### src/design/stws_pkg.sv
`default_nettype none

package stws_pkg;

  // Default number of leaves in the tree.
  localparam int unsigned LEAVES_DEFAULT = 1024;

  // Fixed field widths of the item channels.
  localparam int unsigned LEAF_W   = 10;
  localparam int unsigned WEIGHT_W = 32;
  localparam int unsigned FRAC_W   = 32;
  localparam int unsigned TOTAL_W  = 42;

  // Action codes carried by an input item.
  localparam logic ACT_WRITE  = 1'b0;
  localparam logic ACT_SAMPLE = 1'b1;

  // Commands from the controller to the datapath.
  typedef struct packed {
    logic clear;
    logic capture;
    logic w_start;
    logic w_up;
    logic s_mul;
    logic s_tgt;
    logic s_down;
    logic finish;
  } ctrl_cmd_t;

  // Status from the datapath to the controller.
  typedef struct packed {
    logic clear_last;
    logic new_sample;
    logic idx_ok;
    logic up_at_root;
    logic down_at_leaf;
    logic out_free;
  } ctrl_sts_t;

endpackage

`default_nettype wire

### src/design/stws_ctrl.sv
`default_nettype none

module stws_ctrl (
  input  wire logic                clk,
  input  wire logic                rst,
  input  wire logic                in_valid,
  output logic                     in_ready,
  input  wire stws_pkg::ctrl_sts_t sts,
  output stws_pkg::ctrl_cmd_t      cmd
);

  typedef enum logic [7:0] {
    ST_CLEAR   = 8'b0000_0001,
    ST_IDLE    = 8'b0000_0010,
    ST_W_START = 8'b0000_0100,
    ST_W_UP    = 8'b0000_1000,
    ST_S_MUL   = 8'b0001_0000,
    ST_S_TGT   = 8'b0010_0000,
    ST_S_DOWN  = 8'b0100_0000,
    ST_FINISH  = 8'b1000_0000
  } state_t;

  state_t state;
  state_t state_next;

  // State register; reset starts the clearing pass over the node memory.
  always_ff @(posedge clk) begin
    if (rst) begin
      state <= ST_CLEAR;
    end else begin
      state <= state_next;
    end
  end

  // Next state and commands to the datapath.
  always_comb begin
    state_next = state;
    cmd        = '0;
    in_ready   = 1'b0;
    case (state)
      ST_CLEAR: begin
        cmd.clear = 1'b1;
        if (sts.clear_last) begin
          state_next = ST_IDLE;
        end
      end
      ST_IDLE: begin
        in_ready = 1'b1;
        if (in_valid) begin
          cmd.capture = 1'b1;
          state_next  = sts.new_sample ? ST_S_MUL : ST_W_START;
        end
      end
      ST_W_START: begin
        cmd.w_start = 1'b1;
        state_next  = sts.idx_ok ? ST_W_UP : ST_FINISH;
      end
      ST_W_UP: begin
        cmd.w_up = 1'b1;
        if (sts.up_at_root) begin
          state_next = ST_FINISH;
        end
      end
      ST_S_MUL: begin
        cmd.s_mul  = 1'b1;
        state_next = ST_S_TGT;
      end
      ST_S_TGT: begin
        cmd.s_tgt  = 1'b1;
        state_next = ST_S_DOWN;
      end
      ST_S_DOWN: begin
        cmd.s_down = 1'b1;
        if (sts.down_at_leaf) begin
          state_next = ST_FINISH;
        end
      end
      ST_FINISH: begin
        if (sts.out_free) begin
          cmd.finish = 1'b1;
          state_next = ST_IDLE;
        end
      end
      default: begin
        state_next = ST_CLEAR;
      end
    endcase
  end

endmodule

`default_nettype wire

### config.mk
export PLATFORM = sky130hd
export DESIGN_NAME = stws_ctrl
export DESIGN_NICKNAME = d
export VERILOG_FILES = /design/src/design/stws_pkg.sv /design/src/design/stws_ctrl.sv
export SDC_FILE = /design/constraint.sdc
export NUM_CORES = 1
export LEC_CHECK = 0
export ABC_CLOCK_PERIOD_IN_PS = 4800
export BUFFER_PORTS_ARGS = -buffer_cell sky130_fd_sc_hd__buf_2
export CAP_MARGIN = 20
export CELL_PAD_IN_SITES_DETAIL_PLACEMENT = 0
export CELL_PAD_IN_SITES_GLOBAL_PLACEMENT = 1
export CORE_UTILIZATION = 36
export CTS_CLUSTER_DIAMETER = 40
export DETAILED_ROUTE_END_ITERATION = 8
export GPL_ROUTABILITY_DRIVEN = 0
export GPL_TIMING_DRIVEN = 1
export PLACE_DENSITY_LB_ADDON = 0.1
export SLEW_MARGIN = 20
export SYNTH_ARGS = -nofsm -noshare
export SYNTH_HDL_FRONTEND = slang
export SYNTH_SLANG_ARGS = --single-unit
### constraint.sdc
create_clock -name clk -period 4.8 [get_ports clk]
set_input_delay 0.48 -clock clk [delete_from_list [all_inputs] [get_ports clk]]
set_output_delay 0.48 -clock clk [all_outputs]
set_load 0.01 [all_outputs]
==> reports/metrics.yaml <==
status: "finished, final reports clean"
synth_edf_count: 0
tritoncts: "built"
timing.rr.end: "state[7]$_SDFFE_PP0P_"
reg.largest.list: "state x8"
first_iter_violations: 4
slew_violations: 0
cts_root_buf: "clkbuf_4"
cp-end-kind: "output pin"
fp.coreArea_um2: 1320
cp.arrival_ns: 1.85
pwr-share-seq_pct: 46.0
endpoint: "cmd[0]"
fin_nets: 86
grt_pass1_wl_um: 1630
finalHoldViolCount: 0
required_ns: 4.32
synth_cells: 56
rsz0062_at_grt: "false"
drt-total-wl_um: 1040
detail_route.wl_per_cell_um: 11.5
track_usage_pct: 16.2
syn_avg_cell_area_um2: 9.25
syn_nets: 65
worst_setup_path_start_kind: "flop"
yosysTopAreaCellShare_pct: 30.9
cts_hold_buf: 0
ioPinCount: 18
vias: 465
antenna_found_initial: 0
drc: 0
combPwrFrac_pct: 23.2
yosysWarnings: 0
rr_startpoint: "state[7]$_SDFFE_PP0P_"
cp-startpoint: "state[2]$_SDFFE_PP0P_"
drive_gt1_share_pct: 37.3
synthesis.area_um2: 518
max-cap-violations: 0
synth_seq_cells: 8
overflow: 0
largest_reg_flops: 8
grt_max_degree: 9
grt_pass1_vias: 397
finalSetupViolCount: 0
die_w_um: 39.9
ir_drop_uv: 159
synthArstFlopShare_pct: 0
fin_crit_sh_pct: 48.4
power.density_nw_per_um2: 264
fmax_mhz: 430
synth_area_leaders: "dfxtp_1 31%, nor4_4 12%, nand2b_1 6.0%"
antenna_cells: 0
initial_core_util_pct: 39.3
r2r_slack_ns: 2.91
p_sw_uw: 52.2
io_buffers: 17
total_power_uw: 169
tightest_slew_ns: 0.446
largest-register: "state"
crit_type: "reg -> out"
ant_nets: 0
cts_buffer_depth: 2
p_sw_share_pct: 30.8
p_int_uw: 117
clock_power_share_pct: 30.8
num-fill-cells: 140
yosys.area.top_type: "dfxtp_1"
slew_headroom_pct: 69.5
p_leak_uw: 0.000286
setup_tns_ns: 0
die_area_um2: 1590
reg2reg_depth: 5
die_h_um: 39.9
skew_ns: 0.00370
clk_pin_slew_ns: 0.05
cts_num_sinks: 8
clk_latency_ns: 0.26
vias_per_cell: 5.17
cts_resized: 0
synthFlopType: "dfxtp_1"
rows: 13
postCtsSetupBuffers: 0
finalCriticalPeriod_ns: 2.33
syn_to_final_growth_pct: 23.7
first_pass_iters: 4
worstHoldPathType: "in -> reg"
synth_cell_types: 26
crit_fanout: 5
ys_seq_area_share_pct: 30.9
cts_buffers: 3
htree_levels: 1
-- stage by stage --
stage	instances	setup WS (ns)	util (%)	hold slack, ns	instance area (um^2)
floorplan	56	2.84	-	0.549	518
global placement	87	2.76	46.9	0.670	618
detailed placement	87	2.74	46.9	0.669	618
CTS	90	2.45	48.6	0.394	641
global route	90	2.37	48.6	0.412	641
finish	90	2.47	48.6	0.400	641
-- layout by cell type (no fill, tap or decap), types with 3 or more instances in the layout --
cell type   n
buf_2      17
dfxtp_1     8
nand2b_1    5
nand2_1     5
inv_1       4
nor2_1      3
nor4_4      3
a21oi_1     3
clkbuf_4    3
-- per-layer routing --
layer	share of wire (%)	vias up	track usage [%]	wire [um]
met4	1.3	0	10.3	14
met5	0	-	0	0
met1	46	208	19.0	475
met3	6.6	2	6.67	69
met2	46	12	24.2	479
li1	-	243	-	-
-- synth_stat cells, types with 2 or more instances --
cell type  instances
a211oi_1           2
a21oi_1            3
and2_1             2
and3b_1            2
dfxtp_1            8
inv_1              4
nand2_1            5
nand2b_1           5
nor2_1             3
nor3_1             2
nor3b_1            2
nor4_4             3
or3b_1             2
-- kinds of logic after synthesis --
group	after synthesis	synth area share [%]
AO/OA/AOI/OAI	9	13.0
XOR/XNOR	1	1.69
buffers and inverters	5	3.62
flip-flops	8	30.9
AND/OR/NAND/NOR	33	50.7
-- power groups by stage --
stage / combinational, uW / clock (uW) / sequential (uW)
after detailed placement: 39.7 / 0 / 79.3
after global placement: 39.9 / 0 / 79.7
after floorplan: 27.8 / 0 / 77.8
final: 39.3 / 52.2 / 77.9
after CTS: 39.8 / 55.4 / 77.8
after global routing: 43.7 / 56.5 / 78.7
-- worst min-delay path by stage --
stage	depth (start not counted)	end	start	slack (ns)
4_1_cts	2	state[2]$_SDFFE_PP0P_	sts[4]	0.39
6_report	2	state[2]$_SDFFE_PP0P_	sts[4]	0.40
2_1_floorplan	1	state[3]$_SDFFE_PP0P_	rst	0.55
5_1_grt	2	state[2]$_SDFFE_PP0P_	sts[4]	0.41
3_5_place_dp	2	state[6]$_SDFFE_PP0P_	state[6]$_SDFFE_PP0P_	0.67
3_3_place_gp	2	state[2]$_SDFFE_PP0P_	sts[4]	0.67
-- layout make-up --
| class | instances | area [um^2] | share of cell area [%] |
|---|---|---|---|
| repair buffers | 17 | 85.1 | 13.3 |
| inverters | 4 | 15.0 | 2.34 |
| flip-flops and latches | 8 | 160 | 25.0 |
| clock buffers | 3 | 22.5 | 3.52 |
| multi-input cells | 43 | 339 | 52.9 |
| well taps | 15 | 18.8 | 2.93 |
-- critical path, stage by stage, from the launching register on --
cell     delay (ns)
dfxtp_1        0.32
or4_4          0.62
nor4_2         0.36
and2_1         0.17
buf_2          0.12
Power figures use the tool's default switching activity.
